## config.mk

```make
export PLATFORM = sky130hd
export DESIGN_NAME = rth_ram
export DESIGN_NICKNAME = d
export VERILOG_FILES = /design/src/hw/rtl/rth_ram.sv
export SDC_FILE = /design/constraint.sdc
export NUM_CORES = 2
export LEC_CHECK = 0
export BUFFER_PORTS_ARGS = -buffer_cell sky130_fd_sc_hd__buf_2
export CELL_PAD_IN_SITES_DETAIL_PLACEMENT = 0
export CELL_PAD_IN_SITES_GLOBAL_PLACEMENT = 1
export CORE_UTILIZATION = 45
export DETAILED_ROUTE_END_ITERATION = 7
export GPL_TIMING_DRIVEN = 0
export PLACE_DENSITY_LB_ADDON = 0.1
export RECOVER_POWER = 100
export SLEW_MARGIN = 40
export SYNTH_ARGS = -nofsm -noshare
export SYNTH_HDL_FRONTEND = slang
export SYNTH_SLANG_ARGS = --single-unit
export TNS_END_PERCENT = 100
```

## constraint.sdc

```tcl
create_clock -name clk -period 2.7 [get_ports clk]
set_input_delay 0.54 -clock clk [delete_from_list [all_inputs] [get_ports clk]]
set_output_delay 0.54 -clock clk [all_outputs]
set_load 0.05 [all_outputs]
```

## src/hw/rtl/rth_ram.sv

```systemverilog
// Generic single-write, single-read RAM with registered read data.
module rth_ram #(
	parameter int WIDTH = 16,
	parameter int DEPTH = 256
) (
	input  logic                     clk,
	input  logic                     we,
	input  logic [$clog2(DEPTH)-1:0] waddr,
	input  logic [WIDTH-1:0]         wdata,
	input  logic                     re,
	input  logic [$clog2(DEPTH)-1:0] raddr,
	output logic [WIDTH-1:0]         rdata
);

	logic [WIDTH-1:0] mem_q [DEPTH];

	always_ff @(posedge clk) begin
		if (we) begin
			mem_q[waddr] <= wdata;
		end
		if (re) begin
			rdata <= mem_q[raddr];
		end
	end

endmodule

```

==> metrics.yaml <==
initial_core_util_pct: 45.4
async_flop_share_pct: 0
multi_input_area_sq_mm: 0.0366
fp.dieH_microns: 596
vias_per_cell: 6.36
dp.final_hpwl_microns: 371000
syn-cell-area_sq_mm: 0.159
arrival_ns: 3.63
ys_ff_latch: 4112
min_path_type: "in2reg"
post_drt_wl_per_cell_microns: 40.2
ir_drop_mv: 0.557
yosysSeqAreaShare_pct: 77.7
hold_viol: 0
r2r-end: "rdata[9]"
syn-instance-count: 7360
rsz0062_at_grt: "yes"
critPathBufInv: 2
vias: 83500
syn_nets: 7395
cp_cell_sequence: "clkbuf_4, and2_1, clkbuf_2, a22o_1, o32ai_4, nor4_4"
p_int_mw: 106
num_io_pins: 51
cts_root_buffer: "clkbuf_16"
cts_sinks: 4112
cts_buffer_depth: 4
maxCapViolCount: 10
netlist_top_cells_count: "edfxtp_1 (4,112), mux4_2 (797), mux2i_1 (565)"
leakage_nw: 59.5
htreeDepth: 5
pwr-share-comb_pct: 6.7
synthDistinctLibCells: 51
yosysMostFrequentCell: "edfxtp_1"
min_period_ns: 2.90
fill_cells: 27100
area_delta_synth_final_pct: 18.0
power.share.sequential_pct: 51.5
violations: "capacitance limit, slew limit, setup timing"
start_kind: "input pin"
core-area_sq_mm: 0.350
whs_ns: 0.225
setup.worst_path.end: "rdata[3]"
wl_microns: 528000
crit_slowest_cell: "and2_1"
ys.flop_type: "edfxtp_1"
portBuffers: 40
ant_nets: 0
switching_share_pct: 22.5
firstDrtPassIters: 5
synth.top_cell.area_share_pct: 77.7
fmax_ghz: 0.345
synthTopCellsByArea: "edfxtp_1 (78%), mux4_2 (11%), mux2i_1 (3.6%)"
grt_pass1_vias: 81100
reg2reg_depth: 5
rr_startpoint: "mem_q[23][9]"
critical_path_cell_count: 6
r2r_setup_slack_ns: -0.12
postPlaceCellArea_sq_mm: 0.173
powerDensity_mw_per_mm2: 730
post-route-cell-area_sq_mm: 0.187
slew_viol_final: 482
clk_pin_slew_worst_paths_ns: 0.06
syn_avg_cell_area_sq_um: 21.6
overflow: 0
grt_max_degree: 95
fin_crit_sh_pct: 107
seq_area_sq_mm: 0.123
worst_setup_path_end_kind: "register"
antenna_found_initial: 42
worstMarginPinSlew_ns: 2.53
setup_ws_ns: -0.199
die_w_microns: 596
crit_fanout: 10
numCtsBuffers: 427
fin_nets: 8209
worstSetupPathType: "in2reg"
row_count: 217
drcViolationCount: 0
cts_tree: "done"
drt_iter0_drc: 11400
clkPwrFrac_pct: 41.8
setup_viol: 708
required_ns: 3.43
netSwitchingPower_mw: 30.8
status: "complete, but fails checks"
cp_top_family: "simple AND/OR/NAND/NOR gates"
grt_pass1_wl_microns: 705000
globalRouteTotalUtil_pct: 29.5
drive_gt1_share_pct: 31.9
skew_ns: 0.0547
cp-startpoint: "raddr[4]"
die-area_sq_mm: 0.355
synth-edff-count: 4112
clk_latency_ns: 0.99
maxSlewHeadroom_pct: -68.9
yosysTopAreaCell: "edfxtp_1"
critPathMaxStageDelay_ns: 0.74
gp_congestion: 0.984
yosysWarnings: 0
## worst min path at each step
| stage | from | to | slack [ns] | cells past startpoint |
|---|---|---|---|---|
| finish | waddr[6] | mem_q[210][14] | 0.22 | 3 |
| global route | waddr[6] | mem_q[215][2] | 0.22 | 3 |
| CTS | re | rdata[6] | 0.03 | 1 |
| detailed placement | wdata[14] | mem_q[84][14] | 0.90 | 1 |
| global placement | re | rdata[12] | 1.07 | 1 |
| floorplan | wdata[0] | mem_q[0][0] | 0.64 | 0 |
## power by group through the flow
stage	sequential, mW	combinational (mW)	clock, mW
2_1_floorplan	71.9	3.49	0
3_3_place_gp	72.1	7.66	0
3_5_place_dp	71.8	8.34	0
4_1_cts	70.4	9.08	57.8
5_1_grt	70.5	9.29	60.1
6_report	70.5	9.12	57.2
## sequential cells by signal, indices dropped and copies added, names as in the netlist
name	flops
mem_q	4096
rdata	16
## metal layers
metal,global-route usage (%),vias to the layer above,wire length (microns)
li1,-,33000,-
met1,42.8,45500,217000
met2,43.7,4223,235000
met3,7.40,742,55500
met4,10.2,12,21400
met5,0,-,77
## metrics by stage
step	setup WS (ns)	power [mW]	std cells	utilization, %	TNS, ns
floorplan	-0.00500	75.4	7360	-	-1.35
detailed placement	-2.85	80.1	12300	49.4	-2625.80
global route	-0.0895	140	13100	53.5	-37.36
finish	-0.199	137	13100	53.5	-27.12
CTS	-0.154	137	13100	54.3	-0.922
global placement	-4.47	79.8	12000	47.1	-
## cells by family after synthesis
logic type | share of synthesized area [%]
AOI/OAI and AO/OA | 3.53
buffers and inverters | 1.69
DFF | 77.7
muxes | 15.5
and+or+nand+nor | 1.57
## cell usage in the layout, fill, tap and decap left out, drive strengths merged, types with 43 or more instances in the layout
cell and instances:
o221ai 253, a21oi 175, edfxtp 4112, mux2 88
o22ai 148, clkinv 194, clkbuf 896, a22oi 43
mux4 797, buf 438, nor2 304, nor3 92
mux2i 565
## worst min-delay path: stages
cell	delay (ns)
buf_2	0.15
nand3_2	0.26
nor2_2	0.09
## area by class of cell
class	instances	area share, %
multi-input cells	2792	19.5
flip-flops and latches	4112	65.9
well taps	4599	3.07
repair buffers	387	2.19
diodes	15	0.0200
inverters	4	0.0140
clock buffers	520	5.96
clock inverters	252	1.15
plain buffers	450	2.21
## repair_timing
action,CTS,global route
pin swaps,82,63
gates cloned,1,1
setup endpoints to repair,118,524
hold buffers,16,0
buffers inserted,33,39
hold endpoints to repair,476,0
gates resized for setup,725,122
Power figures use the tool's default switching activity.
