### src/hw/rtl/rth_pkg.sv
// Shared types and constants for the restaurant table histogram.
package rth_pkg;

	localparam int MAX_TABLE_SIZE_DEF = 256;
	localparam int COUNT_BITS_DEF     = 16;

	typedef enum logic [1:0] {
		ACT_SEAT   = 2'd0,
		ACT_OPEN   = 2'd1,
		ACT_REMOVE = 2'd2
	} action_t;

	typedef enum logic [1:0] {
		ST_OK    = 2'd0,
		ST_DRAW  = 2'd1,
		ST_LIMIT = 2'd2
	} status_t;

	typedef enum logic [3:0] {
		SQ_CLEAR,
		SQ_IDLE,
		SQ_WALK,
		SQ_RD,
		SQ_CHK,
		SQ_WRA,
		SQ_WRB,
		SQ_DONE
	} seq_state_t;

	// Control from the sequencer to the multiply-accumulate unit.
	typedef struct packed {
		logic start;
		logic valid;
		logic last;
		logic seat;
	} mac_ctl_t;

	// Verdict of the multiply-accumulate unit for the entry in its compare stage.
	typedef struct packed {
		logic hit;
		logic miss;
	} mac_res_t;

	typedef struct packed {
		logic [8:0]  table_size;
		logic [15:0] customers;
		logic [15:0] tables;
		logic        empty_res;
		status_t     status;
	} res_t;

endpackage

### src/hw/rtl/rth_mac.sv
// Shared weight multiply, running-sum accumulate and compare unit for the size walk.
module rth_mac import rth_pkg::*; #(
	parameter int MAX_TABLE_SIZE = MAX_TABLE_SIZE_DEF,
	parameter int COUNT_BITS     = COUNT_BITS_DEF
) (
	input  logic                                 clk,
	input  logic                                 arst_n,
	input  mac_ctl_t                             ctl,
	input  logic [$clog2(MAX_TABLE_SIZE+1)-1:0] size,
	input  logic [COUNT_BITS-1:0]               cnt,
	input  logic [15:0]                         discount,
	input  logic [31:0]                         target,
	output mac_res_t                            res,
	output logic [$clog2(MAX_TABLE_SIZE+1)-1:0] hit_size,
	output logic [COUNT_BITS-1:0]               hit_cnt
);

	localparam int SB = $clog2(MAX_TABLE_SIZE + 1);
	localparam int WB = SB + 16;
	localparam int CB = (COUNT_BITS > 32) ? 32 : COUNT_BITS;
	localparam int PW = CB + WB;
	localparam int SW = ((PW > 32) ? PW : 32) + 1;

	logic [WB-1:0]            weight;
	logic [COUNT_BITS+31:0]   cnt_w;
	logic                     cnt_sat;
	logic [CB-1:0]            cnt_c;
	logic [PW-1:0]            prod;
	logic                     valid_s1;
	logic                     last_s1;
	logic                     nz_s1;
	logic [PW-1:0]            prod_s1;
	logic [SB-1:0]            size_s1;
	logic [COUNT_BITS-1:0]    cnt_s1;
	logic [31:0]              cum_q;
	logic [SW-1:0]            sum;
	logic                     reach;

	// Once the count alone passes 32 bits the product is already beyond any draw,
	// since every weight is at least one.
	always_comb begin
		cnt_w   = (COUNT_BITS + 32)'(cnt);
		cnt_sat = (cnt_w >> CB) != '0;
		cnt_c   = cnt_sat ? '1 : cnt_w[CB-1:0];
		if (ctl.seat) begin
			weight = {size, 16'b0} - WB'(discount);
		end else begin
			weight = WB'(size);
		end
		prod = PW'(cnt_c) * PW'(weight);
	end

	always_ff @(posedge clk or negedge arst_n) begin
		if (!arst_n) begin
			valid_s1 <= 1'b0;
		end else begin
			valid_s1 <= ctl.start ? 1'b0 : ctl.valid;
		end
	end

	always_ff @(posedge clk) begin
		last_s1 <= ctl.last;
		nz_s1   <= cnt != '0;
		prod_s1 <= prod;
		size_s1 <= size;
		cnt_s1  <= cnt;
		if (ctl.start) begin
			cum_q <= '0;
		end else if (valid_s1) begin
			cum_q <= sum[31:0];
		end
	end

	// While the walk goes on the running sum stays below the draw, so 32 bits hold it.
	assign sum      = SW'(cum_q) + SW'(prod_s1);
	assign reach    = sum >= SW'(target);
	assign res.hit  = valid_s1 && nz_s1 && reach;
	assign res.miss = valid_s1 && last_s1 && !(nz_s1 && reach);
	assign hit_size = size_s1;
	assign hit_cnt  = cnt_s1;

	a_start_quiet: assert property (@(posedge clk) disable iff (!arst_n)
		ctl.start |=> !res.hit && !res.miss)
		else $error("walk verdict right after a new request started");

	a_one_verdict: assert property (@(posedge clk) disable iff (!arst_n)
		res.hit |-> !res.miss)
		else $error("walk reports hit and miss together");

endmodule

### config.mk
export PLATFORM = sky130hd
export DESIGN_NAME = rth_mac
export DESIGN_NICKNAME = d
export VERILOG_FILES = /design/src/hw/rtl/rth_pkg.sv /design/src/hw/rtl/rth_mac.sv
export SDC_FILE = /design/constraint.sdc
export NUM_CORES = 1
export LEC_CHECK = 0
export BUFFER_PORTS_ARGS = -buffer_cell sky130_fd_sc_hd__clkbuf_2
export CAP_MARGIN = 20
export CORE_UTILIZATION = 39
export CTS_BUF_LIST = sky130_fd_sc_hd__clkbuf_8 sky130_fd_sc_hd__clkbuf_16
export DETAILED_ROUTE_END_ITERATION = 10
export PLACE_DENSITY_LB_ADDON = 0.25
export SKIP_LAST_GASP = 1
export SYNTH_ARGS = -nofsm -noshare
export SYNTH_HDL_FRONTEND = slang
export SYNTH_SLANG_ARGS = --single-unit
### constraint.sdc
create_clock -name clk -period 5.85 [get_ports clk]
set_input_delay 1.17 -clock clk [delete_from_list [all_inputs] [get_ports clk]]
set_output_delay 1.17 -clock clk [all_outputs]
set_load 0.01 [all_outputs]
==> results of run 1 <==
[cell usage after synthesis, drive strengths merged (3+ instances only)]
cell,number,share of area
a2111oi,4,0.0025
nor2b,21,0.0070
mux2i,29,0.015
or2,3,0.0010
nor3b,6,0.0024
a31o,4,0.0019
nand2b,13,0.0043
and4,4,0.0019
fa,321,0.34
and3,101,0.034
a21boi,5,0.0020
nor3,20,0.0053
nand4,21,0.0070
o21ai,42,0.011
or3,3,0.0010
nor2,88,0.018
or4,3,0.0014
ha,178,0.12
a211oi,9,0.0039
nand3b,3,0.0012
a211o,3,0.0014
dfxtp,100,0.11
inv,401,0.080
a21o,34,0.014
nand2,271,0.054
o31ai,5,0.0020
o211ai,9,0.0036
mux2,7,0.0042
nor4,15,0.0050
buf,4,0.00080
a31oi,8,0.0027
xor2,25,0.012
nand3,21,0.0056
o2111ai,3,0.0014
xnor2,63,0.029
a21oi,81,0.022
o21a,15,0.0060
o21bai,7,0.0028
clkbuf,95,0.019
and2,94,0.031
a221oi,5,0.0023
[layer usage]
| metal | vias to the layer above | share of wire | wire, um |
|---|---|---|---|
| li1 | 7634 | - | - |
| met1 | 7971 | 0.44 | 24360 |
| met2 | 441 | 0.48 | 26470 |
| met3 | 68 | 0.059 | 3244 |
| met4 | 0 | 0.017 | 951 |
| met5 | - | 0 | 0 |
[sequential cells by signal, indices dropped and copies added, names as in the netlist]
register  cells
nz_s1         1
prod_s1      41
cum_q        32
last_s1       1
valid_s1      1
hit_cnt      16
hit_size      9
[cells by family after synthesis]
family / count (synthesis)
multiplexers: 36
AND/OR/NAND/NOR: 694
XOR/XNOR: 88
AO/OA/AOI/OAI: 253
buffers and inverters: 501
adder cells (fa/ha/maj): 499
flip-flops: 101
[worst paths after layout]
path / from / to / slack [ns] / cells after the start
min reg2reg: cum_q[20] / cum_q[20] / 0.51 / 2
max in group asynchronous: arst_n / valid_s1 / 5.22 / 1
max reg2reg: cum_q[12] / cum_q[25] / 2.73 / 14
min in group asynchronous: arst_n / valid_s1 / 0.54 / 1
min: cum_q[20] / cum_q[20] / 0.51 / 2
max: discount[5] / prod_s1[38] / -1.85 / 30
[per-stage QoR]
step	setup slack [ns]	area (um^2)
finish	-1.848	24330
global route	-2.086	24330
CTS	-1.782	23710
detailed placement	-2.769	22410
global placement	-2.546	22410
floorplan	-2.166	19160
[cell type report]
class / instances / area [um^2] / share of cell area
repair buffers: 465 / 3413 / 0.1403
well taps: 615 / 769.5 / 0.03163
flip-flops and latches: 101 / 2042 / 0.08392
inverters: 402 / 1516 / 0.06233
clock buffers: 9 / 225.2 / 0.009256
multi-input cells: 1571 / 16260 / 0.6685
clock inverters: 7 / 100.1 / 0.004114
[worst max-delay path: cells and delay by family]
kind                       cells  cell delay (ns)
adders and majority gates      7             3.16
and+or+nand+nor               11             1.97
AOI/OAI and AO/OA              5             0.94
xor gates and xnor gates       2             0.41
buffers and inverters          5             0.36
[what timing repair did]
action,in CTS,in global routing
cloned,0,1
pin swaps,149,69
hold endpoints to repair,0,0
setup endpoints to repair,35,35
buffers inserted,28,18
gates resized for setup,156,107
==> results.toml, run 1 <==
[timing]
final_period_minus_worst_setup_slack_ns = 7.698
slew_violations = 0
max_freq_ghz = 0.1299
finalWorstSetupSlack_ns = -1.848
worstMarginPinSlew_ns = 0.7731
finalCritPeriodShare = 1.316
hold_viol_final = 0
setup_tns_ns = -45.00
slew_headroom = 0.4846
clock_skew_ns = 0.01611
hold_ws_ns = 0.5082
finalSetupViolations = 35
rsz0062_at_grt = "yes"

[worst_setup_path]
cp.required_ns = 6.17
worstPathArrival_ns = 8.01
worst_setup_path_start_kind = "primary input"
end_kind = "flip-flop"
critical_path_class = "in2reg"
crit_path_frequent_cell = "fa_1"
crit_slowest_cell = "fa_1"
critPathMaxFanout = 5
max_stage_delay_ns = 0.51

[finish]
fin_util = 0.5107
fin_nets = 3128
final_common_cell = "inv_1"
synthToLayoutAreaGrowth_pct = 29.42
n_fill_cell = 4395
final_cell_mix = "inv_1, buf_4, fa_1"
antenna_cells = 0
instances_no_fill = 3170
drive_above_1_share = 0.2798

[logic_synthesis]
synth-simple-area-share = 0.1831
synthesis.nets = 2750
ys.flop_type = "dfxtp_1"
syn_avg_cell_area_um2 = 8.656
yosysSeqAreaShare = 0.1078
ys_seq_elements = 101
yosysUniqueCellTypes = 70
syn_area_um2 = 18800
synth_edf_count = 0
yosysWarningCount = 0
ys_async_sr_fraction = 0.009901
synth_top_family_by_area = "adder cells"
postSynthCellCount = 2172
synth_mux_area_frac = 0.01963
synth_compound_area_frac = 0.08811
synth_xor_area_frac = 0.04100
synth-adder-area-share = 0.4603

[clocking]
cts_tree = "built"
clockRootBuffer = "clkbuf_16"
cts.sinks = 101
htreeDepth = 3
ctsHoldBuffers = 0
clkSlewWorstSetupHoldPaths_ns = 0.08
worstSkewPairLatency_ns = 0.39
clockBufferDepth = 2
cts_buffers = 9

[die]
initial_core_util = 0.3946
row_count = 80
die_x_um = 221.6
io_pins = 106
coreArea_um2 = 47650
die_h_um = 221.6
die_area_um2 = 49090

[status]
violations = "negative setup slack"
status = "finished with violations"

[drt]
firstDrtPassIters = 5
drt-initial-drc-count = 813
post_drt_via_cell_ratio = 5.083
drt-total-wl_mm = 55.03
vias = 16114
drc = 0
final_antenna_net_count = 0
wl_per_cell_um = 17.36

[grt]
grt.overflow.total = 0
antenna_found_initial = 0
grt_pass1_wl_mm = 89.41
grt-busiest-layer = "met2"
grt_use_met1 = 0.2994
grt_use_total = 0.2293
grt_max_degree = 68
met2_usage = 0.3906
grtUsageMet3 = 0.04506
grt_pass1_vias = 17192

[min_path]
min_path_type = "reg2reg"

[placement]
gp_congestion = 0.9352
dpl.hpwl_mm = 45.46
port_buffers = 105
dp.cells = 3110

[run]
maxCapViolations = 0
Power of run 1 is not shown: default switching activity piles up to over one toggle a cycle in this logic, so the estimate is an artifact.
==> inputs of run 2 (changes only) <==
Settings changed: PLACE_DENSITY_LB_ADDON 0.25 to not set.
Clock period 5.85 ns to 9.18 ns, I/O delays scaled along.
==> run 2 against run 1 <==
  * The flow now finishes without violations
  * Worst setup slack gained 2.2 ns
  * Cell count fell by 7.4%
  * Core utilization decreased by 6.9 points
  * Count of clock-buffer cells in the layout unchanged
  * Design area decreased by 14%
  * Clock skew shrank 0.0030 ns
  * Sequential share of layout area increased by 1.2 points
  * Non-clock buffer count is 232 lower
  * Critical path depth grew 1
  * Global-route usage decreased by 0.88 points
  * Register-to-register slack better by 3.1 ns
==> results.toml, run 2 (synthesis gave the netlist of run 1 again) <==
[status]
status = "finished, final reports clean"

[timing]
final_period_minus_worst_setup_slack_ns = 8.791
hold_viol_final = 0
hold_ws_ns = 0.5046
worstMarginPinSlew_ns = 0.8848
max_freq_ghz = 0.1138
clock_skew_ns = 0.01309
finalCritPeriodShare = 0.9576
slew_headroom = 0.4101
finalSetupViolations = 0
slew_violations = 0

[grt]
grt_use_total = 0.2205
grt.overflow.total = 0
antenna_found_initial = 2
grt_pass1_wl_mm = 85.83
grt_pass1_vias = 16293
grt_max_degree = 65

[clocking]
ctsHoldBuffers = 0
clkSlewWorstSetupHoldPaths_ns = 0.08
htreeDepth = 3
clockBufferDepth = 2
cts.sinks = 101
cts_setup_buffers = 0
cts_tree = "built"
cts_buffers = 9
clockRootBuffer = "clkbuf_16"
worstSkewPairLatency_ns = 0.39
cts_resized = 0

[die]
row_count = 80
die_h_um = 221.6
io_pins = 106
die_x_um = 221.6
die_area_um2 = 49090
initial_core_util = 0.3946
coreArea_um2 = 47650

[worst_setup_path]
path_buf_inv = 7
max_stage_delay_ns = 0.58
critPathMaxFanout = 4
r2r_cells = 10
setup.worst_path.end = "prod_s1[27]"
critical_path_class = "in2reg"
worst_setup_path_start_kind = "primary input"
cp_top_family = "adder cells"
cp.depth = 31
crit_slowest_cell = "fa_1"
critical_path.startpoint = "discount[0]"
end_kind = "flip-flop"
cp.required_ns = 9.50
worstPathArrival_ns = 9.11
r2r-start = "prod_s1[1]"
rrSetupSlack_ns = 5.79
r2r_end = "cum_q[25]"
crit_path_frequent_cell = "fa_1"

[power]
power_uw = 8834
vdd_drop_max_v = 0.0003922
power.density_nw_per_um2 = 419.8
leakagePower_uw = 0.01070

[finish]
final_cell_mix = "inv_1, fa_1, nand2_1"
antenna_cells = 0
largest_register_ffs = 41
design_area_um2 = 21040
fin_nets = 2895
final_common_cell = "inv_1"
fin_util = 0.4417
regMostFlops = "prod_s1"
synthToLayoutAreaGrowth_pct = 11.93
drive_above_1_share = 0.1219

[placement]
gp_congestion = 0.9051
dpl.hpwl_mm = 43.15
port_buffers = 105
placedInstanceArea_um2 = 20700

[drt]
drt-initial-drc-count = 924
final_antenna_net_count = 0
vias = 15151
post_drt_via_cell_ratio = 5.159
drc = 0
firstDrtPassIters = 8
wl_per_cell_um = 17.83
drt-total-wl_mm = 52.38

[min_path]
min_path_type = "reg2reg"

[run]
maxCapViolations = 0
[run 2: power by group]
group          leakage (uW)  total [uW]  internal, uW  switching, uW
Clock              0.000147         404           192            212
Sequential         0.000846         740           651           89.1
Combinational       0.00970        7690          3600           4090
Total                0.0107        8830          4440           4390
[run 2: worst min-delay path, delay by kind of cell, from the launching register on]
| kind | cells | cell delay (ns) |
|---|---|---|
| muxes | 1 | 0.06 |
| DFF | 1 | 0.34 |
| and+or+nand+nor | 1 | 0.07 |
[run 2: worst min path at each step]
stage               startpoint         to  slack (ns)  cells past startpoint
floorplan            cum_q[20]  cum_q[20]        0.45                      2
global placement      cum_q[0]   cum_q[0]        0.48                      2
detailed placement   cum_q[20]  cum_q[20]        0.49                      2
CTS                  cum_q[20]  cum_q[20]        0.51                      2
global route         cum_q[20]  cum_q[20]        0.53                      2
finish                cum_q[6]   cum_q[6]        0.50                      2
[run 2: cell type report]
cell class                      count  area [um^2]
Inverter                          402         1509
Sequential cell                   101         2028
Multi-Input combinational cell   1570        14940
Fill cell                        4696        26600
Timing Repair Buffer              233         1499
Tap cell                          615        769.5
Clock inverter                      7        70.07
Clock buffer                        9        225.2
[run 2: per-stage QoR]
| stage | worst slack, ns | TNS, ns | instances |
|---|---|---|---|
| 6_report | 0.3893 | 0 | 2937 |
| 4_1_cts | 0.1562 | 0 | 2937 |
| 5_1_grt | -0.02222 | -0.02222 | 2937 |
| 3_5_place_dp | -0.2399 | -0.8208 | 2921 |
| 2_1_floorplan | 0.1412 | 0 | 2172 |
| 3_3_place_gp | -0.1411 | -0.2859 | 2921 |
[run 2: metal layers]
layer / up-vias / track usage / part of all wire
met1: 7513 / 0.2985 / 0.45
met3: 46 / 0.02809 / 0.057
met5: - / 0 / 0.00015
li1: 7163 / - / -
met4: 2 / 0.04346 / 0.012
met2: 427 / 0.3779 / 0.48
Note: power is estimated with default switching activity, not from simulation.
