File: src/hw/rtl/rth_pkg.sv
// Shared types and constants for the restaurant table histogram.
package rth_pkg;

	localparam int MAX_TABLE_SIZE_DEF = 256;
	localparam int COUNT_BITS_DEF     = 16;

	typedef enum logic [1:0] {
		ACT_SEAT   = 2'd0,
		ACT_OPEN   = 2'd1,
		ACT_REMOVE = 2'd2
	} action_t;

	typedef enum logic [1:0] {
		ST_OK    = 2'd0,
		ST_DRAW  = 2'd1,
		ST_LIMIT = 2'd2
	} status_t;

	typedef enum logic [3:0] {
		SQ_CLEAR,
		SQ_IDLE,
		SQ_WALK,
		SQ_RD,
		SQ_CHK,
		SQ_WRA,
		SQ_WRB,
		SQ_DONE
	} seq_state_t;

	// Control from the sequencer to the multiply-accumulate unit.
	typedef struct packed {
		logic start;
		logic valid;
		logic last;
		logic seat;
	} mac_ctl_t;

	// Verdict of the multiply-accumulate unit for the entry in its compare stage.
	typedef struct packed {
		logic hit;
		logic miss;
	} mac_res_t;

	typedef struct packed {
		logic [8:0]  table_size;
		logic [15:0] customers;
		logic [15:0] tables;
		logic        empty_res;
		status_t     status;
	} res_t;

endpackage

File: src/hw/rtl/rth_seq.sv
// Sequencer: clearing pass, histogram walk, neighbor read, bucket updates and totals.
module rth_seq import rth_pkg::*; #(
	parameter int MAX_TABLE_SIZE = MAX_TABLE_SIZE_DEF,
	parameter int COUNT_BITS     = COUNT_BITS_DEF
) (
	input  logic                                 clk,
	input  logic                                 arst_n,
	input  logic                                 item_valid,
	output logic                                 item_ready,
	input  logic [1:0]                           action,
	input  logic [31:0]                          draw,
	output mac_ctl_t                             mac_ctl,
	output logic [$clog2(MAX_TABLE_SIZE+1)-1:0] mac_size,
	output logic [COUNT_BITS-1:0]               mac_cnt,
	output logic [31:0]                          mac_target,
	input  mac_res_t                             mac_res,
	input  logic [$clog2(MAX_TABLE_SIZE+1)-1:0] hit_size,
	input  logic [COUNT_BITS-1:0]               hit_cnt,
	output logic                                 ram_we,
	output logic [$clog2(MAX_TABLE_SIZE)-1:0]   ram_waddr,
	output logic [COUNT_BITS-1:0]               ram_wdata,
	output logic                                 ram_re,
	output logic [$clog2(MAX_TABLE_SIZE)-1:0]   ram_raddr,
	input  logic [COUNT_BITS-1:0]               ram_rdata,
	output logic                                 res_valid,
	output res_t                                 res,
	input  logic                                 res_ready
);

	localparam int AB = $clog2(MAX_TABLE_SIZE);
	localparam int SB = $clog2(MAX_TABLE_SIZE + 1);
	localparam int CW = AB + 1;
	localparam logic [COUNT_BITS-1:0] CMAX = '1;

	seq_state_t            state_q;
	seq_state_t            state_d;
	logic [1:0]            act_q;
	logic [31:0]           target_q;
	logic [CW-1:0]         addr_q;
	logic [SB-1:0]         size_q;
	logic [COUNT_BITS-1:0] cnt_q;
	logic [COUNT_BITS-1:0] nbr_q;
	logic [AB-1:0]         nbr_addr_q;
	logic [COUNT_BITS-1:0] cust_q;
	logic [COUNT_BITS-1:0] tabl_q;
	logic [SB-1:0]         res_size_q;
	status_t               res_status_q;
	logic                  rd_vld_s1;
	logic                  rd_last_s1;
	logic [SB-1:0]         rd_size_s1;
	logic                  accept;
	logic                  issuing;
	logic                  hit_at_max;
	logic                  hit_one;
	logic                  one_q;
	logic                  cust_full;
	logic                  tabl_full;
	logic                  rd_full;
	logic                  seat_limit;
	logic                  open_limit;
	logic [SB+8:0]         size_ext;
	logic [COUNT_BITS+15:0] cust_ext;
	logic [COUNT_BITS+15:0] tabl_ext;

	assign accept     = item_valid && item_ready;
	assign issuing    = (state_q == SQ_WALK) && (addr_q < CW'(MAX_TABLE_SIZE));
	assign hit_at_max = hit_size == SB'(MAX_TABLE_SIZE);
	assign hit_one    = hit_size == SB'(1);
	assign one_q      = size_q == SB'(1);
	assign cust_full  = cust_q == CMAX;
	assign tabl_full  = tabl_q == CMAX;
	assign rd_full    = ram_rdata == CMAX;
	assign seat_limit = hit_at_max || cust_full;
	assign open_limit = cust_full || tabl_full || rd_full;

	// Next state.
	always_comb begin
		state_d = state_q;
		case (state_q)
			SQ_CLEAR: begin
				if (addr_q == CW'(MAX_TABLE_SIZE - 1)) begin
					state_d = SQ_IDLE;
				end
			end
			SQ_IDLE: begin
				if (accept) begin
					case (action)
						ACT_SEAT, ACT_REMOVE: state_d = SQ_WALK;
						ACT_OPEN:             state_d = SQ_RD;
						default:              state_d = SQ_DONE;
					endcase
				end
			end
			SQ_WALK: begin
				if (mac_res.hit) begin
					if (act_q == ACT_SEAT) begin
						state_d = seat_limit ? SQ_DONE : SQ_RD;
					end else begin
						state_d = hit_one ? SQ_WRA : SQ_RD;
					end
				end else if (mac_res.miss) begin
					state_d = SQ_DONE;
				end
			end
			SQ_RD: state_d = SQ_CHK;
			SQ_CHK: begin
				case (act_q)
					ACT_SEAT:   state_d = rd_full ? SQ_DONE : SQ_WRA;
					ACT_OPEN:   state_d = open_limit ? SQ_DONE : SQ_WRB;
					ACT_REMOVE: state_d = SQ_WRA;
					default:    state_d = SQ_DONE;
				endcase
			end
			SQ_WRA: state_d = SQ_WRB;
			SQ_WRB: state_d = SQ_DONE;
			SQ_DONE: begin
				if (res_ready) begin
					state_d = SQ_IDLE;
				end
			end
			default: state_d = SQ_IDLE;
		endcase
	end

	// Memory and unit controls.
	always_comb begin
		ram_we    = 1'b0;
		ram_waddr = '0;
		ram_wdata = '0;
		ram_re    = 1'b0;
		ram_raddr = '0;
		case (state_q)
			SQ_CLEAR: begin
				ram_we    = 1'b1;
				ram_waddr = addr_q[AB-1:0];
			end
			SQ_WALK: begin
				ram_re    = issuing;
				ram_raddr = addr_q[AB-1:0];
			end
			SQ_RD: begin
				ram_re    = 1'b1;
				ram_raddr = nbr_addr_q;
			end
			SQ_WRA: begin
				ram_we    = 1'b1;
				ram_waddr = AB'(size_q - SB'(1));
				ram_wdata = cnt_q - COUNT_BITS'(1);
			end
			SQ_WRB: begin
				// Closing a table of one leaves no smaller bucket to grow.
				ram_we    = !((act_q == ACT_REMOVE) && one_q);
				ram_waddr = nbr_addr_q;
				ram_wdata = nbr_q + COUNT_BITS'(1);
			end
			default: begin
				ram_we = 1'b0;
			end
		endcase
	end

	assign item_ready    = state_q == SQ_IDLE;
	assign res_valid     = state_q == SQ_DONE;
	assign mac_ctl.start = accept;
	assign mac_ctl.valid = rd_vld_s1 && (state_q == SQ_WALK);
	assign mac_ctl.last  = rd_last_s1;
	assign mac_ctl.seat  = act_q == ACT_SEAT;
	assign mac_size      = rd_size_s1;
	assign mac_cnt       = ram_rdata;
	assign mac_target    = target_q;

	always_ff @(posedge clk or negedge arst_n) begin
		if (!arst_n) begin
			state_q   <= SQ_CLEAR;
			addr_q    <= '0;
			cust_q    <= '0;
			tabl_q    <= '0;
			rd_vld_s1 <= 1'b0;
		end else begin
			state_q   <= state_d;
			rd_vld_s1 <= issuing;
			if (state_q == SQ_CLEAR || issuing) begin
				addr_q <= addr_q + CW'(1);
			end else if (accept) begin
				addr_q <= '0;
			end
			if (state_q == SQ_WRB) begin
				case (act_q)
					ACT_SEAT: cust_q <= cust_q + COUNT_BITS'(1);
					ACT_OPEN: begin
						cust_q <= cust_q + COUNT_BITS'(1);
						tabl_q <= tabl_q + COUNT_BITS'(1);
					end
					ACT_REMOVE: begin
						if (cust_q != '0) begin
							cust_q <= cust_q - COUNT_BITS'(1);
						end
						if (one_q && tabl_q != '0) begin
							tabl_q <= tabl_q - COUNT_BITS'(1);
						end
					end
					default: cust_q <= cust_q;
				endcase
			end
		end
	end

	always_ff @(posedge clk) begin
		rd_last_s1 <= addr_q == CW'(MAX_TABLE_SIZE - 1);
		rd_size_s1 <= SB'(addr_q + CW'(1));
		case (state_q)
			SQ_IDLE: begin
				if (accept) begin
					act_q      <= action;
					target_q   <= (action == ACT_REMOVE) ? {16'b0, draw[31:16]} : draw;
					nbr_addr_q <= '0;
					res_size_q <= '0;
					res_status_q <= ST_DRAW;
				end
			end
			SQ_WALK: begin
				if (mac_res.hit) begin
					size_q <= hit_size;
					cnt_q  <= hit_cnt;
					if (act_q == ACT_SEAT) begin
						nbr_addr_q <= AB'(hit_size);
						res_status_q <= ST_LIMIT;
					end else begin
						nbr_addr_q <= AB'(hit_size - SB'(2));
					end
				end
			end
			SQ_CHK: begin
				nbr_q        <= ram_rdata;
				res_status_q <= ST_LIMIT;
			end
			SQ_WRB: begin
				res_status_q <= ST_OK;
				case (act_q)
					ACT_SEAT:   res_size_q <= size_q + SB'(1);
					ACT_OPEN:   res_size_q <= SB'(1);
					ACT_REMOVE: res_size_q <= size_q - SB'(1);
					default:    res_size_q <= '0;
				endcase
			end
			default: begin
				res_size_q <= res_size_q;
			end
		endcase
	end

	assign size_ext       = (SB + 9)'(res_size_q);
	assign cust_ext       = (COUNT_BITS + 16)'(cust_q);
	assign tabl_ext       = (COUNT_BITS + 16)'(tabl_q);
	assign res.table_size = size_ext[8:0];
	assign res.customers  = cust_ext[15:0];
	assign res.tables     = tabl_ext[15:0];
	assign res.empty_res  = cust_q == '0;
	assign res.status     = res_status_q;

	a_res_held: assert property (@(posedge clk) disable iff (!arst_n)
		res_valid && !res_ready |=> res_valid && $stable(res))
		else $error("finished result changed before it was taken");

	a_totals_commit: assert property (@(posedge clk) disable iff (!arst_n)
		(state_q != SQ_WRB) |=> $stable(cust_q) && $stable(tabl_q))
		else $error("totals changed outside the commit step");

	a_walk_no_write: assert property (@(posedge clk) disable iff (!arst_n)
		(state_q == SQ_WALK || state_q == SQ_RD || state_q == SQ_IDLE) |-> !ram_we)
		else $error("histogram written while it is being searched");

endmodule
File: config.mk
export PLATFORM = sky130hd
export DESIGN_NAME = rth_seq
export DESIGN_NICKNAME = d
export VERILOG_FILES = /design/src/hw/rtl/rth_pkg.sv /design/src/hw/rtl/rth_seq.sv
export SDC_FILE = /design/constraint.sdc
export NUM_CORES = 1
export LEC_CHECK = 0
export ABC_AREA = 1
export BUFFER_PORTS_ARGS = -buffer_cell sky130_fd_sc_hd__buf_4
export CORE_MARGIN = 4
export CORE_UTILIZATION = 35
export DETAILED_ROUTE_END_ITERATION = 8
export GPL_TIMING_DRIVEN = 1
export PLACE_DENSITY = 0.63
export SETUP_SLACK_MARGIN = 0.3
export SYNTH_ARGS = -nofsm -noshare
export SYNTH_HDL_FRONTEND = slang
export SYNTH_SLANG_ARGS = --single-unit
File: constraint.sdc
create_clock -name clk -period 5.6 [get_ports clk]
set_clock_uncertainty 0.2 [all_clocks]
set_input_delay 0.56 -clock clk [delete_from_list [all_inputs] [get_ports clk]]
set_output_delay 0.56 -clock clk [all_outputs]
set_load 0.02 [all_outputs]
==> results of run 1 <==
## per-layer routing
metal / vias up / part of all wire / GRT usage
met5: - / 0 / 0
met4: 0 / 0.026 / 0.0646
met3: 36 / 0.077 / 0.0518
met2: 273 / 0.46 / 0.291
met1: 3809 / 0.43 / 0.231
li1: 4168 / - / -
## synthesized netlist by cell type (all sizes together)
cell and number:
o21bai 7, ha 36, dfxtp 10, a211oi 1, o21a 2, xor2 21
and3 2, a31o 2, nand3 74, o211ai 2, clkinv 1, fa 2
o221ai 8, o21ai 81, clkbuf 5, and2 2, or2 7, o31ai 1
edfxtp 94, o22ai 14, nand4 16, a31oi 2, dfrtp 45, xnor2 12
buf 35, a21oi 51, nor3 28, nand2 290, nor4 2, nor2 115
nand3b 14, inv 151
## final timing paths
check / endpoint / from / cells after the start
worst min register to register: rd_vld_s1 / addr_q[8] / 1
worst max-delay path: ram_wdata[5] / state_q[1] / 6
worst max register to register: tabl_q[12] / act_q[0] / 9
max in group asynchronous: state_q[2] / arst_n / 2
min in group asynchronous: cust_q[11] / arst_n / 2
worst min-delay path: cnt_q[9] / hit_cnt[9] / 1
## logic make-up (layout without fill, tap and decap cells)
logic type      after synthesis  after routing
other cells                   0              2
buf+inv                     192            409
compound gates              171            171
simple gates                550            550
xor+xnor                     33             33
fa+ha+maj                    38             38
flops                       149            149
## worst max-delay path: cells and delay by family (launching register included)
family	cells	cell delay [ns]
AND/OR/NAND/NOR	1	0.50
buffers and inverters	3	0.90
AO/OA/AOI/OAI	2	0.41
flip-flops	1	0.50
## power by group through the flow
| stage | sequential (uW) | clock, uW | combinational (uW) |
|---|---|---|---|
| 2_1_floorplan | 1900 | 0 | 1400 |
| 3_3_place_gp | 1770 | 0 | 2390 |
| 3_5_place_dp | 1770 | 0 | 2420 |
| 4_1_cts | 1750 | 1150 | 2430 |
| 5_1_grt | 1790 | 1210 | 2670 |
| 6_report | 1750 | 1130 | 2420 |
## cell type report
class	instances	area, um2	share of cell area
multi-input combinational	792	4220	0.363
inverter	152	574	0.0494
timing repair buffer	225	1690	0.145
antenna	2	5.00	0.000430
tap	335	419	0.0360
clock buffer	17	425	0.0366
clock inverter	15	141	0.0122
sequential	149	4150	0.357
## stage by stage
step	area [um2]	instances	hold WS [ns]	utilization
floorplan	9210	1133	0.0644	-
global placement	11000	1652	0.278	0.425
detailed placement	11000	1652	0.273	0.425
CTS	11600	1685	0.0910	0.447
global route	11600	1687	0.0851	0.448
finish	11600	1687	0.106	0.448
## flip-flops by register name (all words and copies together), names as in the netlist
name,flops
mac_size,9
rd_vld_s1,1
addr_q,9
mac_target,32
tabl_q,16
nbr_addr_q,8
cnt_q,16
size_q,9
state_q,3
cust_q,16
act_q,2
res_status_q,2
rd_last_s1,1
res_size_q,9
nbr_q,16
## repair_timing
item / CTS / global route
hold buffers: 1 / 0
endpoints found under the setup margin: 0 / 0
hold endpoints to repair: 29 / 0
==> metrics.yaml, run 1 <==
clock_network:
  cts-root-buf: "clkbuf_16"
  cts_htree_levels: 4
  clk_pin_slew_ns: 0.07
  clockBufferDepth: 2
  cts_buffers: 17
  post_cts.repair.setup_buffers: 0
  cts_tree: "done"
  clock-sinks: 149
  cts-resized-gates: 0
  clk_latency_ns: 0.43
worst_setup_path:
  critPathMaxStageDelay_ns: 0.56
  crit_chain: "inv_1 > nand3_1 > inv_1 > o21ai_0 > o22ai_1 > buf_4"
  critPathCaptureType: "output port"
  crit_path_frequent_cell: "inv_1"
  path_class: "reg2out"
  arrival_ns: 2.74
  worstPathMaxFanout: 15
  critPathSlowestCell: "inv_1"
  r2r_slack_ns: 2.44
  critPathLaunchType: "flip-flop"
  cp.required_ns: 4.84
timing:
  fin_crit_sh: 0.625
  setup_tns_ns: 0
  maxSlewViolCount: 0
  setup_ws_ns: 2.10
  worst_pin_slew_ns: 1.11
  setup_viol_count_final: 0
  final.min_clock_period_ns: 3.50
  fmax_ghz: 0.286
  max_slew_margin: 0.252
  hold_viol: 0
  rsz0062_at_grt: "no"
global_routing:
  grt_pass1_wl_um: 41500
  grt_max_degree: 46
  grtUsageTotal: 0.180
  grt_pass1_vias: 7922
  grt_overflow: 0
  grt_antenna_before_repair: 2
power_and_ir_drop:
  power_switching_uw: 2300
  p_sw_frac: 0.434
  power_frac_clock: 0.214
  total_power_uw: 5300
  p_leak_uw: 0.00548
  p_seq_frac: 0.330
  irDropWorstVdd_mv: 0.226
  p_int_uw: 3000
  power_density_nw_per_um2: 456
  p_comb_frac: 0.456
routing:
  wl_per_cell_um: 15.7
  wl_um: 26500
  drtIter0Drc: 516
  drtAntennaViolNets: 0
  via_count: 8286
  via_per_inst: 4.91
  drt_pass1_iterations: 5
  route.detailed.drc: 0
placed_design:
  pre_cts_ws_ns: 2.38
  dp_hpwl_um: 20600
  portBuffers: 221
  place_congestion: 0.893
yosys:
  synthTopCellsByArea: "edfxtp_1, dfrtp_1, nand2_1, inv_1, ha_1"
  netlist_area_um2: 9210
  synth-simple-area-share: 0.265
  ys_warn_count: 0
  synth.mux.area_fraction: 0
  synth-seq-cells: 149
  synth.distinct_cells: 49
  synth_compound_area_frac: 0.108
  synth_top_area_share: 0.306
  synth_fp_nets: 1252
  synth-seq-area-share: 0.450
  synth_top_family_by_area: "simple AND/OR/NAND/NOR gates"
  synthCells: 1133
  yosys.area_share.adder: 0.0533
  synth_xor_xnor_area_share: 0.0314
  avgSynthCellArea_um2: 8.13
  yosys.area.top_type: "edfxtp_1"
layout:
  fillers: 2559
  final_common_cell: "nand2_1"
  layout-drive-gt1-share: 0.230
  layout_common_cells: "nand2_1, buf_4, inv_1"
  fin_nets: 1456
  area_growth_pct: 26.3
die:
  io_pins: 222
  num_rows: 59
  start_util: 0.354
  dieHeight_um: 170
  coreArea_um2: 26000
  dieArea_um2: 29000
  die_w_um: 170
run:
  maxCapViolations: 0
hold_path:
  worstHoldPathType: "in2reg"
status:
  outcome: "completed"
No activity file was read; power rests on OpenSTA's default activity.
==> run 2: changes to the inputs <==
ABC_AREA = 0   (was 1)
PLACE_DENSITY = 0.66   (was 0.63)
clock period = 2.9 ns   (was 5.6 ns; I/O delays follow)
==> run 2 against run 1 <==
Net effect:
- the flow now finishes with violations (negative setup slack)
- first-iteration DRC count down 12%
- count of clock-buffer cells in the layout up 3
- design area grew 15%
- critical endpoint is now ram_wdata[9]
- flip-flop and latch count is the same
- utilization up 12 points
- area after synthesis down 8.0%
- largest cell class unchanged
- clock power rose by 96%
- combinational power is 110% higher
- largest power group unchanged
==> metrics.yaml, run 2 <==
status:
  outcome: "complete, but fails checks"
  violations: "negative setup slack"
die:
  dieHeight_um: 164  # -3.9%
  start_util: 0.359  # +0.00450
  num_rows: 56  # -5.1%
  dieArea_um2: 26800  # -7.6%
  die_w_um: 164  # -3.9%
  io_pins: 222  # unchanged
  coreArea_um2: 23600  # -9.1%
run:
  maxCapViolations: 0  # unchanged
worst_setup_path:
  critPathCaptureType: "output port"
  crit_chain: "nor4_2 > nand2_1 > or4_4 > buf_4 > buf_6 > xor2_2 > o22ai_2 > buf_6"
  critPathLaunchType: "flip-flop"
  crit_path_frequent_cell: "buf_6"
  r2r_slack_ns: 0.07  # -2.37 ns
  reg2reg_depth: 13  # +4
  cp.required_ns: 2.41  # -2.43 ns
  critPathMaxStageDelay_ns: 0.47  # -0.09 ns
  path_delay_family: "simple AND/OR/NAND/NOR gates"
  critPathSlowestCell: "or4_4"
  regToRegStartpoint: "act_q[1]"
  r2r_end: "tabl_q[12]"
  arrival_ns: 2.41  # -0.33 ns
  worstPathMaxFanout: 4  # -11
  path_class: "reg2out"
  path_buf_inv: 3  # unchanged
power_and_ir_drop:
  total_power_uw: 10700  # +100%
  irDropWorstVdd_mv: 0.524  # +130%
  power_density_nw_per_um2: 803  # +76%
  p_leak_uw: 0.00565  # +3.0%
yosys:
  synth.most_common_cell: "nand2_1"
  synth-seq-cells: 149  # unchanged
  synth_fp_nets: 942  # -25%
  synthFlopType: "edfxtp_1"
  async_reset_ff_frac: 0.302  # unchanged
  yosys.area.top_type: "edfxtp_1"
  netlist_area_um2: 8480  # -8.0%
  synth_common_cells: "nand2_1, edfxtp_1, nor2_1"
  ys_warn_count: 0  # unchanged
  synthTopCellsByArea: "edfxtp_1, dfrtp_1, ha_1, nand2_1, xor2_1"
  synthCells: 823  # -27%
  avgSynthCellArea_um2: 10.3  # +27%
  synth_top_area_share: 0.333  # +0.0266
  synth-seq-area-share: 0.490  # +0.0390
  synth-edff-count: 94  # unchanged
  synth.distinct_cells: 62  # +27%
layout:
  layout_common_cells: "buf_4, nand2_1, edfxtp_1"
  fillers: 1945  # -24%
  area_growth_pct: 57.6
  fin_area_um2: 13400  # +15%
  regArea_um2: 4150  # about the same
  layout-drive-gt1-share: 0.386  # +0.155
  fin_nets: 1317  # -9.5%
  stdcell_count: 1531  # -9.2%
  final_common_cell: "buf_4"
  multi_input_area_um2: 4700  # +11%
  largest_reg_flops: 32  # unchanged
clock_network:
  cts-root-buf: "clkbuf_16"
  clock-sinks: 149  # unchanged
  clockBufferDepth: 2  # unchanged
  clk_latency_ns: 0.42  # about the same
  cts_buffers: 17  # unchanged
  cts_tree: "done"
  cts_htree_levels: 4  # unchanged
  clk_pin_slew_ns: 0.06  # about the same
placed_design:
  place_congestion: 0.895  # +0.20%
  portBuffers: 221  # unchanged
  dp_hpwl_um: 18300  # -11%
  dp.cells: 1356  # -18%
  place_area_um2: 10600  # -4.2%
timing:
  worst_pin_slew_ns: 1.15  # +0.0396 ns
  rsz0062_at_grt: "yes"
  fin_crit_sh: 1.00
  maxSlewViolCount: 0  # unchanged
  setup_viol_count_final: 1  # +1
  fmax_ghz: 0.344
  hold_viol: 0  # unchanged
  final.min_clock_period_ns: 2.90
  setup_tns_ns: -0.00405  # -0.00405 ns
  max_slew_margin: 0.225  # -0.0267
  setup_ws_ns: -0.00405  # -2.10 ns
global_routing:
  grt_antenna_before_repair: 1  # -1
  grtUsageTotal: 0.197  # +0.0167
  gr-usage-met3: 0.0381  # -0.0137
  grt_pass1_wl_um: 41900  # +0.88%
  gr-usage-met1: 0.247  # +0.0156
  met2_usage: 0.339  # +0.0488
  grt_pass1_vias: 7801  # -1.5%
  grt_max_degree: 46  # unchanged
  grt-busiest-layer: "met2"
  grt_overflow: 0  # unchanged
routing:
  drtAntennaViolNets: 0  # unchanged
  via_count: 7800  # -5.9%
  drt_pass1_iterations: 5  # unchanged
  drtIter0Drc: 455  # -12%
  wl_um: 27800  # +4.8%
  via_per_inst: 5.09  # +3.7%
  route.detailed.drc: 0  # unchanged
  wl_per_cell_um: 18.2  # +15%
hold_path:
  holdCritStartpoint: "res_ready"
  min_to: "state_q[2]"
  worstHoldPathType: "in2reg"
  whs_path_depth: 3  # +2
==> run 2: how the worst max path moves through the flow <==
| stage | start | endpoint | cells after the start | slack [ns] |
|---|---|---|---|---|
| floorplan | act_q[1] | tabl_q[12] | 10 | -0.12 |
| global placement | act_q[1] | tabl_q[13] | 9 | 0.04 |
| detailed placement | act_q[1] | cust_q[12] | 10 | -0.01 |
| CTS | cnt_q[5] | ram_wdata[15] | 7 | -0.01 |
| global route | cnt_q[5] | ram_wdata[11] | 7 | -0.12 |
| finish | cnt_q[5] | ram_wdata[9] | 8 | -0.004 |
==> run 2: timing repair <==
action                                  CTS  global route
endpoints found under the setup margin   49            51
hold endpoints to repair                121             0
pin swaps                                53            44
resized for setup                       130            55
cloned                                    1             2
hold buffers                             85             0
setup buffers                            31            23
==> run 2: per-layer routing <==
layer	wire, um	vias to the layer above
li1	-	3718
met1	11400	3783
met2	14400	244
met3	1280	55
met4	754	0
met5	0	-
==> run 2: worst register-to-register path, stage by stage, from the launching register on <==
cell and delay [ns]:
edfxtp_1 0.42, nand2b_4 0.11, buf_6 0.10, clkinvlp_4 0.12
buf_6 0.15, buf_6 0.11, ha_4 0.15, a21o_1 0.18
nor3_2 0.17, nand3_2 0.14, a211o_1 0.32, a31oi_1 0.20
xnor2_1 0.08, mux2_4 0.25
==> run 2: final cells by class <==
type,instances,area share
antenna,1,0.000187
clock buffer,20,0.0366
clock inverter,12,0.00749
inverter,24,0.00740
multi-input combinational,605,0.352
sequential,149,0.311
tap,319,0.0299
timing repair buffer,400,0.255
timing repair inverter,1,0.000562
==> run 2: power by group <==
part | internal [uW] | switching (uW)
Combinational | 2360 | 2780
Clock | 1250 | 972
Sequential | 2830 | 542
Total | 6430 | 4300
==> run 2: per-stage QoR <==
step | hold slack [ns] | setup WS (ns) | utilization
2_1_floorplan | -0.206 | -0.116 | -
4_1_cts | 0.0246 | -0.0118 | 0.546
3_3_place_gp | 0.149 | 0.0421 | 0.448
3_5_place_dp | 0.156 | -0.0139 | 0.448
6_report | 0.0484 | -0.00405 | 0.566
5_1_grt | 0.0440 | -0.119 | 0.566
==> run 2: logic make-up (layout without fill, tap and decap cells) <==
group,after synthesis,count (layout),synth area share
mux,23,23,0.0291
other cells,0,1,0
flops,149,149,0.490
simple gates,300,300,0.175
xor+xnor,84,84,0.0868
compound gates,160,160,0.118
fa+ha+maj,38,38,0.0579
buf+inv,69,457,0.0433
==> run 3: changes to the inputs <==
RECOVER_POWER = 25   (was not set)
==> run 3 against run 2 <==
Net effect:
- the flow still finishes with violations (negative setup slack)
- setup slack got worse by 0.0054 ns
- flip-flop and latch count unchanged
- combinational power decreased by 1%
- count of clock-buffer cells in the layout unchanged
- routed wire length about the same
- sequential power about the same
- design area decreased by 1.1%
- first-iteration DRC count decreased by 11%
- power decreased by 0.55%
- via count about the same
- critical endpoint is now ram_wdata[13]
- largest cell class unchanged
- largest power group unchanged
==> metrics.yaml, run 3 (synthesized netlist as in run 2, its figures left out) <==
placed_design:
  dp.cells: 1356  # unchanged
  pre_cts_ws_ns: -0.0139  # unchanged
  dp_hpwl_um: 18300  # unchanged
  place_congestion: 0.895  # unchanged
  portBuffers: 221  # unchanged
layout:
  final_common_cell: "buf_4"
  largest_reg_flops: 32  # unchanged
  fin_nets: 1317  # unchanged
  fillers: 1980  # +1.8%
  layout_common_cells: "buf_4, nand2_1, edfxtp_1"
  layout-drive-gt1-share: 0.353  # -0.0330
  multi_input_area_um2: 4700  # unchanged
  regArea_um2: 4150  # about the same
  stdcell_count: 1531  # unchanged
  area_growth_pct: 55.8
  final_util: 0.559  # -0.00636
timing:
  worst_pin_slew_ns: 1.27  # +0.124 ns
  maxSlewViolCount: 0  # unchanged
  final.min_clock_period_ns: 2.91  # +0.00544 ns
  hold_viol: 0  # unchanged
  rsz0062_at_grt: "yes"
  setup_ws_ns: -0.00948  # -0.00544 ns
  fin_crit_sh: 1.00  # +0.00187
  fmax_ghz: 0.344  # -0.19%
  max_slew_margin: 0.150  # -0.0745
  setup_tns_ns: -0.00948  # -0.00544 ns
  whs_ns: 0.0422  # -0.00616 ns
  setup_viol_count_final: 1  # unchanged
status:
  violations: "negative setup slack"
  outcome: "complete, but fails checks"
clock_network:
  cts-root-buf: "clkbuf_16"
  clock-sinks: 149  # unchanged
  cts_tree: "done"
  cts_htree_levels: 4  # unchanged
  clk_latency_ns: 0.42  # about the same
  clockBufferDepth: 2  # unchanged
  cts_buffers: 17  # unchanged
  clk_pin_slew_ns: 0.06  # about the same
global_routing:
  grt_max_degree: 46  # unchanged
  grtUsageTotal: 0.197  # unchanged
  grt_antenna_before_repair: 1  # unchanged
  grt_overflow: 0  # unchanged
  grt_pass1_vias: 7801  # unchanged
  grt_pass1_wl_um: 41900  # unchanged
routing:
  wl_um: 27800  # about the same
  drt_pass1_iterations: 7  # +2
  wl_per_cell_um: 18.2  # about the same
  via_per_inst: 5.10  # about the same
  drtIter0Drc: 407  # -11%
  via_count: 7803  # +0.038%
  drtAntennaViolNets: 0  # unchanged
  route.detailed.drc: 0  # unchanged
hold_path:
  worstHoldPathType: "in2reg"
worst_setup_path:
  worstPathMaxFanout: 4  # unchanged
  cp.required_ns: 2.41  # about the same
  path_class: "reg2out"
  critPathLaunchType: "flip-flop"
  arrival_ns: 2.42  # about the same
  critPathCaptureType: "output port"
run:
  maxCapViolations: 0  # unchanged
die:
  dieHeight_um: 164  # unchanged
  start_util: 0.359  # unchanged
  num_rows: 56  # unchanged
  coreArea_um2: 23600  # unchanged
  io_pins: 222  # unchanged
  dieArea_um2: 26800  # unchanged
  die_w_um: 164  # unchanged
power_and_ir_drop:
  power_density_nw_per_um2: 808  # +0.58%
  p_leak_uw: 0.00550  # -2.6%
  irDropWorstVdd_mv: 0.522  # -0.38%
run 3: metal layers:
layer | up-vias | share of wire | track usage
li1 | 3716 | - | -
met3 | 59 | 0.045 | 0.0381
met4 | 0 | 0.028 | 0.0679
met1 | 3780 | 0.41 | 0.247
met2 | 248 | 0.52 | 0.339
met5 | - | 0 | 0
run 3: final timing paths:
kind / start / end / slack [ns] / cells after the start
max in group asynchronous: arst_n / state_q[2] / 1.13 / 2
setup reg to reg: act_q[1] / tabl_q[12] / 0.06 / 13
hold reg to reg: addr_q[8] / rd_vld_s1 / 0.32 / 1
min in group asynchronous: arst_n / tabl_q[6] / 0.51 / 2
hold / removal: res_ready / state_q[2] / 0.04 / 3
setup / recovery: cnt_q[5] / ram_wdata[13] / -0.009 / 8
run 3: repair_timing:
action,CTS,global route
setup endpoints to repair,49,51
buffers inserted,31,23
hold buffers,85,0
endpoints found under the hold margin,121,0
gates cloned,1,2
resized for setup,130,55
pin swaps,53,44
run 3: report_power, final:
part / leakage (uW) / internal, uW / switching (uW) / total [uW]
clock network: 0.000293 / 1250 / 970 / 2220
logic: 0.00365 / 2300 / 2780 / 5090
registers: 0.00155 / 2830 / 541 / 3370
total: 0.00550 / 6380 / 4290 / 10700
run 3: final cells by class:
| class | instances | area share |
|---|---|---|
| well taps | 319 | 0.0302 |
| clock buffers | 20 | 0.0370 |
| repair inverters | 1 | 0.000568 |
| repair buffers | 400 | 0.247 |
| multi-input cells | 605 | 0.356 |
| inverters | 24 | 0.00748 |
| flip-flops and latches | 149 | 0.314 |
| clock inverters | 12 | 0.00758 |
| diodes | 1 | 0.000189 |
run 3: critical path, stage by stage (launching register included):
cell and delay (ns):
edfxtp_1 0.41, nor4_2 0.31, nand2_1 0.11, or4_4 0.47, buf_4 0.17, nor2_4 0.10
xnor2_1 0.08, o22ai_1 0.18, buf_4 0.17
run 3: through the flow:
step                total power (uW)  cell area, um2
floorplan                       5780            8490
global placement                7410           10600
detailed placement              7480           10600
CTS                            10400           12900
global route                   11300           13200
finish                         10700           13200
